## config.mk

```make
export PLATFORM = sky130hd
export DESIGN_NAME = sound_level_window_alarm_top
export DESIGN_NICKNAME = d
export VERILOG_FILES = /design/src/rtl/slwa_pkg.sv /design/src/rtl/slwa_window.sv /design/src/rtl/sound_level_window_alarm_top.sv
export VERILOG_INCLUDE_DIRS = /design/src /design/src/rtl
export SDC_FILE = /design/constraint.sdc
export NUM_CORES = 1
export LEC_CHECK = 0
export BUFFER_PORTS_ARGS = -buffer_cell sky130_fd_sc_hd__clkbuf_2
export CORE_MARGIN = 2
export CORE_UTILIZATION = 35
export CTS_CLUSTER_DIAMETER = 80
export DETAILED_ROUTE_END_ITERATION = 8
export SLEW_MARGIN = 25
export SYNTH_ARGS = -nofsm -noshare
export SYNTH_HDL_FRONTEND = slang
export SYNTH_HIERARCHICAL = 1
export SYNTH_SLANG_ARGS = --single-unit
```

## constraint.sdc

```tcl
create_clock -name clk -period 6.22 [get_ports clk]
set_input_delay 0.311 -clock clk [delete_from_list [all_inputs] [get_ports clk]]
set_output_delay 0.311 -clock clk [all_outputs]
set_load 0.05 [all_outputs]
```

## src/rtl/sound_level_window_alarm_top_assert.svh

```systemverilog
// Assertion macros used by the sound-level window alarm top level.
`ifndef SOUND_LEVEL_WINDOW_ALARM_TOP_ASSERT_SVH
`define SOUND_LEVEL_WINDOW_ALARM_TOP_ASSERT_SVH

// Condition holds in the same cycle as the trigger.
`define SLWA_ASSERT_NOW(lbl, ck, rs, trig, cond, msg) \
  lbl: assert property (@(posedge ck) disable iff (rs) (trig) |-> (cond)) else $error(msg);

// Condition holds in the cycle after the trigger.
`define SLWA_ASSERT_NEXT(lbl, ck, rs, trig, cond, msg) \
  lbl: assert property (@(posedge ck) disable iff (rs) (trig) |=> (cond)) else $error(msg);

`endif

```

## src/rtl/slwa_pkg.sv

```systemverilog
// Shared constants for the sound-level window alarm.
package slwa_pkg;

  localparam int DEFAULT_WINDOW_SIZE = 40;

  localparam int TIME_W     = 32;
  localparam int LEVEL_W    = 8;
  localparam int INTERVAL_W = 16;
  localparam int THR_W      = 8;
  localparam int CFG_IDX_W  = 2;
  localparam int CFG_DATA_W = 16;
  localparam int IN_DATA_W  = 40;
  localparam int OUT_DATA_W = 8;

  localparam logic [INTERVAL_W-1:0] RST_SAMPLE_INTERVAL = 16'd50;
  localparam logic [THR_W-1:0]      RST_MEAN_THRESHOLD  = 8'd20;
  localparam logic [THR_W-1:0]      RST_PEAK_THRESHOLD  = 8'd40;

  localparam logic [CFG_IDX_W-1:0] CFG_SAMPLE_INTERVAL = 2'd0;
  localparam logic [CFG_IDX_W-1:0] CFG_MEAN_THRESHOLD  = 2'd1;
  localparam logic [CFG_IDX_W-1:0] CFG_PEAK_THRESHOLD  = 2'd2;

endpackage

```

## src/rtl/slwa_window.sv

```systemverilog
// Sample window memory: one write port, one registered read port, valid bits.
module slwa_window
  import slwa_pkg::*;
#(
  parameter int WINDOW_SIZE = DEFAULT_WINDOW_SIZE,
  localparam int POS_W = $clog2(WINDOW_SIZE)
) (
  input  logic               clk,
  input  logic               rst,
  input  logic               we,
  input  logic [POS_W-1:0]   waddr,
  input  logic [LEVEL_W-1:0] wdata,
  input  logic [POS_W-1:0]   raddr,
  output logic [LEVEL_W-1:0] rdata
);

  logic [LEVEL_W-1:0]     mem [WINDOW_SIZE];
  logic [WINDOW_SIZE-1:0] valid;
  logic [LEVEL_W-1:0]     rd_word;
  logic                   rd_valid;

  always_ff @(posedge clk) begin
    if (we) begin
      mem[waddr] <= wdata;
    end
    rd_word <= mem[raddr];
  end

  // Entries never written read as zero.
  always_ff @(posedge clk) begin
    if (rst) begin
      valid    <= '0;
      rd_valid <= 1'b0;
    end else begin
      rd_valid <= valid[raddr];
      if (we) begin
        valid[waddr] <= 1'b1;
      end
    end
  end

  assign rdata = rd_valid ? rd_word : '0;

endmodule

```

## src/rtl/sound_level_window_alarm_top.sv

```systemverilog
// Top level of the sound-level window alarm.
//
// Each input word carries a millisecond time and an 8-bit sound level. The
// level is written into a circular window of WINDOW_SIZE entries when the
// time since the last stored level (modulo 2^32) strictly exceeds
// sample_interval; a running sum follows every store. Then the whole window
// is read back one entry per cycle to find its maximum, and the alarm is
// raised when sum > mean_threshold * WINDOW_SIZE and maximum > peak_threshold.
// One result word follows every input word. The scan through the single read
// port of the window memory sets the time an item takes; the next input word
// is accepted while the previous result still waits in the output register.
// The window starts all zero after reset through per-entry valid bits, so no
// clearing pass is needed.
`include "sound_level_window_alarm_top_assert.svh"

module sound_level_window_alarm_top
  import slwa_pkg::*;
#(
  parameter int WINDOW_SIZE = DEFAULT_WINDOW_SIZE
) (
  input  logic                  clk,
  input  logic                  rst,
  // Input stream
  input  logic                  s_tvalid,
  output logic                  s_tready,
  input  logic [IN_DATA_W-1:0]  s_tdata,   // [31:0] now_ms, [39:32] sample
  // Result stream
  output logic                  m_tvalid,
  input  logic                  m_tready,
  output logic [OUT_DATA_W-1:0] m_tdata,   // [0] alarm, [1] sample_taken, rest zero
  // Configuration writes
  input  logic                  cfg_we,
  input  logic [CFG_IDX_W-1:0]  cfg_index,
  input  logic [CFG_DATA_W-1:0] cfg_data
);

  localparam int POS_W  = $clog2(WINDOW_SIZE);
  localparam int SCAN_W = $clog2(WINDOW_SIZE + 1);
  localparam int SUM_W  = $clog2(WINDOW_SIZE * 255 + 1);
  localparam logic [SUM_W-1:0]  SUM_MAX  = SUM_W'(WINDOW_SIZE * 255);
  localparam logic [POS_W-1:0]  POS_LAST = POS_W'(WINDOW_SIZE - 1);
  localparam logic [SCAN_W-1:0] SCAN_END = SCAN_W'(WINDOW_SIZE);

  typedef enum logic [1:0] {
    ST_IDLE,
    ST_UPDATE,
    ST_SCAN,
    ST_DONE
  } state_t;

  state_t state;

  // Configuration registers
  logic [INTERVAL_W-1:0] sample_interval;
  logic [THR_W-1:0]      mean_threshold;
  logic [THR_W-1:0]      peak_threshold;

  // Block state and working registers
  logic [POS_W-1:0]   wr_pos;
  logic [SUM_W-1:0]   running_sum;
  logic [TIME_W-1:0]  last_time;
  logic [TIME_W-1:0]  now_q;
  logic [LEVEL_W-1:0] level_q;
  logic               taken_q;
  logic [SCAN_W-1:0]  scan_idx;
  logic [LEVEL_W-1:0] peak;
  logic               alarm_q;
  logic               taken_out;

  // Window memory access
  logic               mem_we;
  logic [POS_W-1:0]   mem_raddr;
  logic [LEVEL_W-1:0] mem_rdata;

  logic               in_fire;
  logic               out_free;
  logic               store;
  logic [TIME_W-1:0]  elapsed;
  logic [SUM_W-1:0]   mean_limit;

  always_ff @(posedge clk) begin
    if (rst) begin
      sample_interval <= RST_SAMPLE_INTERVAL;
      mean_threshold  <= RST_MEAN_THRESHOLD;
      peak_threshold  <= RST_PEAK_THRESHOLD;
    end else if (cfg_we) begin
      unique case (cfg_index)
        CFG_SAMPLE_INTERVAL: sample_interval <= cfg_data;
        CFG_MEAN_THRESHOLD:  mean_threshold  <= cfg_data[THR_W-1:0];
        CFG_PEAK_THRESHOLD:  peak_threshold  <= cfg_data[THR_W-1:0];
        default: ;  // unmapped index: drop the write
      endcase
    end
  end

  assign in_fire  = s_tvalid && s_tready;
  assign s_tready = (state == ST_IDLE);
  assign out_free = !m_tvalid || m_tready;

  // Strictly-greater interval test on the wrapped time difference.
  assign elapsed = now_q - last_time;
  assign store   = (state == ST_UPDATE) && (elapsed > TIME_W'(sample_interval));

  assign mean_limit = SUM_W'(32'(mean_threshold) * 32'(WINDOW_SIZE));

  // Read the slot about to be replaced while idle, then sweep during the scan.
  assign mem_we    = store;
  assign mem_raddr = (state == ST_SCAN) ? scan_idx[POS_W-1:0] : wr_pos;

  slwa_window #(
    .WINDOW_SIZE (WINDOW_SIZE)
  ) u_window (
    .clk   (clk),
    .rst   (rst),
    .we    (mem_we),
    .waddr (wr_pos),
    .wdata (level_q),
    .raddr (mem_raddr),
    .rdata (mem_rdata)
  );

  always_ff @(posedge clk) begin
    if (rst) begin
      state       <= ST_IDLE;
      wr_pos      <= '0;
      running_sum <= '0;
      last_time   <= '0;
      m_tvalid    <= 1'b0;
      scan_idx    <= '0;
    end else begin
      // Drop the result once taken, unless a new one replaces it this cycle.
      if (m_tvalid && m_tready && (state != ST_DONE)) begin
        m_tvalid <= 1'b0;
      end
      unique case (state)
        ST_IDLE: begin
          if (in_fire) begin
            now_q   <= s_tdata[TIME_W-1:0];
            level_q <= s_tdata[TIME_W +: LEVEL_W];
            state   <= ST_UPDATE;
          end
        end
        ST_UPDATE: begin
          // mem_rdata holds the old entry at wr_pos.
          taken_q  <= store;
          peak     <= '0;
          scan_idx <= '0;
          if (store) begin
            running_sum <= running_sum - SUM_W'(mem_rdata) + SUM_W'(level_q);
            last_time   <= now_q;
            wr_pos      <= (wr_pos == POS_LAST) ? '0 : wr_pos + 1'b1;
          end
          state <= ST_SCAN;
        end
        ST_SCAN: begin
          // Data returns in the cycle after its address: compare the previous read.
          if (scan_idx != '0 && mem_rdata > peak) begin
            peak <= mem_rdata;
          end
          if (scan_idx == SCAN_END) begin
            state <= ST_DONE;
          end else begin
            scan_idx <= scan_idx + 1'b1;
          end
        end
        ST_DONE: begin
          // Hold here until the output register frees up.
          if (out_free) begin
            alarm_q   <= (running_sum > mean_limit) && (peak > peak_threshold);
            taken_out <= taken_q;
            m_tvalid  <= 1'b1;
            state     <= ST_IDLE;
          end
        end
        default: state <= ST_IDLE;
      endcase
    end
  end

  assign m_tdata = {{(OUT_DATA_W - 2){1'b0}}, taken_out, alarm_q};

  `SLWA_ASSERT_NOW(a_sum_bound, clk, rst, 1'b1, running_sum <= SUM_MAX, "running sum out of range")
  `SLWA_ASSERT_NOW(a_pos_bound, clk, rst, 1'b1, wr_pos <= POS_LAST, "write position past window")
  `SLWA_ASSERT_NEXT(a_result_out, clk, rst, (state == ST_DONE) && out_free, m_tvalid && (state == ST_IDLE), "result word not presented")

endmodule
```

==> results.cfg <==
[run_status]
status = completed

[timing]
setup-violations-final = 0
fmaxAchievable_mhz = 175
tns_ns = 0
drv_slew = 0
finalCriticalPeriod_ns = 5.70
rsz0062_at_grt = false
relSlewSlack = 0.326
finClkSkew_ns = 0.0694
worstMarginPinSlew_ns = 1.01
post-route-period-util = 0.917
hold_slack_ns = 0.0273
fin_ws_ns = 0.517
hold_viol_final = 0

[drt]
final_antenna_net_count = 0
drc = 0
via_count = 15100
post_drt_wl_per_cell_um = 19.5
avgViaCountPerCell = 5.25
drtIter0Drc = 1219
postRouteWirelength_um = 55900
dr.pass1.iters = 5

[clock_network]
post_cts_buffers = 0
post_cts_resized = 0
h-tree-depth = 2
cts_num_sinks = 513
clkLatencyLatePin_ns = 0.65
root_buffer = clkbuf_16
clk_path_buf_depth = 3
cts_made_buffers = 52
clk_pin_slew_worst_paths_ns = 0.06
cts_tree = yes

[grt]
grt_first_pass_wirelength_um = 87600
grt_pass1_vias = 15400
grt_overflow = 0
grt.total_usage = 0.158
grt_max_degree = 75
antenna_found_initial = 1

[power_and_ir_drop]
switching_power_mw = 3.37
p_comb_frac = 0.300
ir_worst_vdd_uv = 216
p_int_mw = 7.39
p_total_mw = 10.8
p_sw_frac = 0.313
p_seq_frac = 0.380
leakage_nw = 9.66
p_per_area_nw_per_um2 = 390
clkPwrFrac = 0.320

[worst_setup_path]
regToRegEndpoint = u_window/mem[32][5]
reg2reg_depth = 22
critPathKind = reg -> reg
cpPeakStageDelay_ns = 0.73
crit_buf_inv = 1
r2r_slack_ns = 0.52
start_kind = register
crit_required_ns = 6.50
slowest_stage = or4b_2
cp_top_family = simple AND/OR/NAND/NOR gates
crit_path_end_kind = register
path_cells = inv_1, ha_1, nor2b_1, o31a_1, o221a_2, o21ai_0, o21ai_0, nand3_1, nand2_1, xor2_1, ha_1, and3_1, nand3_1, nor2_1, a21oi_1, a22o_1, o2111ai_1, nor4_1, and4_1, nor2_2, or4b_2, nor2_1
crit_arrival_ns = 5.99
r2r-start = last_time[1]
path_max_fanout = 9

[place]
dp_slack_ns = 0.529
port_buffers = 66
place.gp.congestion = 0.832
dp_hpwl_um = 36500
placed_area_um2 = 25100
dp.cells = 2721

[synthesis]
synth_top_area_frac = 0.465
yosysTopAreaCell = edfxtp_1
syn_area_per_cell_um2 = 13.0
synth_edf_count = 371
mappedNetlistArea_um2 = 24000
yosys_warnings = 6
yosysSeqAreaShare = 0.583
synthArstFlopShare = 0
ys_ff_latch = 513
syn_inst = 1849
ys.flop_type = edfxtp_1
synth_cell_type_count = 82
synthTopCellsByArea = edfxtp_1 (46%), dfxtp_1 (12%), mux4_2 (7.4%), ha_1 (5.6%), nor2_1 (3.0%)

[floorplanning]
io_pins = 73
core_area_um2 = 67500
initial_core_util = 0.355
die_y_um = 266
die_x_um = 266
design.die.area_um2 = 70600
num_rows = 95

[final_layout]
mostFrequentLayoutCell = edfxtp_1
most-common-layout-cells = edfxtp_1 (371), nor2_1 (188), dfxtp_1 (142)
final_util = 0.409
n_antenna_cell = 0
design_area_um2 = 27600
nets = 2135
drive_above_1_share = 0.156
stdcell_count = 2872
syn_to_final_growth_pct = 15.2
n_fill_cell = 6258

[min_path]
hold_class = in -> reg
whs_path_depth = 3
hold_start = cfg_data[3]
holdPathEnd = sample_interval[3]

[flow_run]
drv_cap = 0
## sequential cells by signal, indices dropped and copies added, names as in the netlist, 2 cells and up
name / cells
peak: 8
last_time: 32
running_sum: 14
mean_threshold: 8
level_q: 8
u_window/rd_word: 8
u_window/mem: 320
sample_interval: 16
wr_pos: 6
u_window/valid: 40
now_q: 32
peak_threshold: 8
scan_idx: 6
state: 2
## power by group through the flow
stage          logic (mW)  registers [mW]  clock network, mW
2_1_floorplan        2.49            4.13                  0
3_3_place_gp         3.14            4.15                  0
3_5_place_dp         3.20            4.16                  0
4_1_cts              3.24            4.08               3.52
5_1_grt              3.59            4.11               3.64
6_report             3.23            4.09               3.45
## Yosys cell counts (4+ instances only)
library cell,count
a21o_1,16
xor2_1,12
edfxtp_1,371
mux2_2,28
o211ai_1,12
and3_1,6
or4_1,5
nand2_1,83
nand2b_1,17
or3b_2,4
mux2_1,5
o21a_1,16
nand4_1,13
buf_2,16
a211o_1,6
buf_6,9
nor3b_1,5
buf_4,11
nand3_1,67
inv_1,126
buf_1,6
o21ai_1,12
nor2_1,189
o31ai_1,11
a221oi_1,4
dfxtp_1,142
o21ai_0,69
mux2i_1,28
xnor2_1,23
clkbuf_1,51
nor3_1,20
ha_1,107
and2_1,18
fa_1,10
mux4_2,79
or3_1,11
a21oi_1,122
a31oi_1,5
nor2b_1,13
nand4b_1,4
nand3b_1,6
a22oi_1,15
o21bai_1,4
mux4_1,14
## worst min-delay path, cell delays in order
cell	delay [ns]
clkbuf_2	0.13
nand2_1	0.07
a21oi_1	0.06
## how the worst max path moves through the flow
stage | slack [ns] | depth (start not counted) | from | end
final | 0.52 | 22 | last_time[1] | u_window/mem[32][5]
after CTS | 0.56 | 22 | last_time[1] | u_window/mem[32][5]
after global placement | 0.58 | 22 | last_time[1] | u_window/mem[32][5]
after global routing | 0.12 | 22 | last_time[1] | u_window/mem[32][3]
after floorplan | 1.07 | 24 | last_time[1] | u_window/mem[0][0]
after detailed placement | 0.53 | 22 | last_time[1] | u_window/mem[32][5]
## kinds of logic (layout without fill, tap and decap cells)
group	count (synthesis)	after routing	share of synthesized area
flip-flops	513	513	0.583
AND/OR/NAND/NOR	477	477	0.0952
AO/OA/AOI/OAI	331	331	0.0866
buffers and inverters	221	366	0.0409
multiplexers	154	154	0.117
adder cells (fa/ha/maj)	117	117	0.0642
XOR/XNOR	35	35	0.0128
other	1	6	0.000156
## layer usage
layer / GRT usage / routed length [µm] / up-vias
met5: 0 / 13 / -
met4: 0.0457 / 1360 / 2
met3: 0.0251 / 2730 / 85
met2: 0.271 / 27300 / 361
met1: 0.207 / 24500 / 7536
li1: - / - / 7104
## repair_timing
action	CTS	global route
endpoints found under the hold margin	58	0
hold buffers	53	0
endpoints found under the setup margin	0	0
## layout make-up
class                   count  area [µm²]  area share
flip-flops and latches    513       14000       0.506
multi-input cells        1120        9060       0.328
clock buffers              68        1540      0.0556
well taps                 873        1090      0.0395
repair buffers            142        1050      0.0380
inverters                 126         473      0.0171
clock inverters            30         424      0.0154
Note: power is estimated with default switching activity, not from simulation.
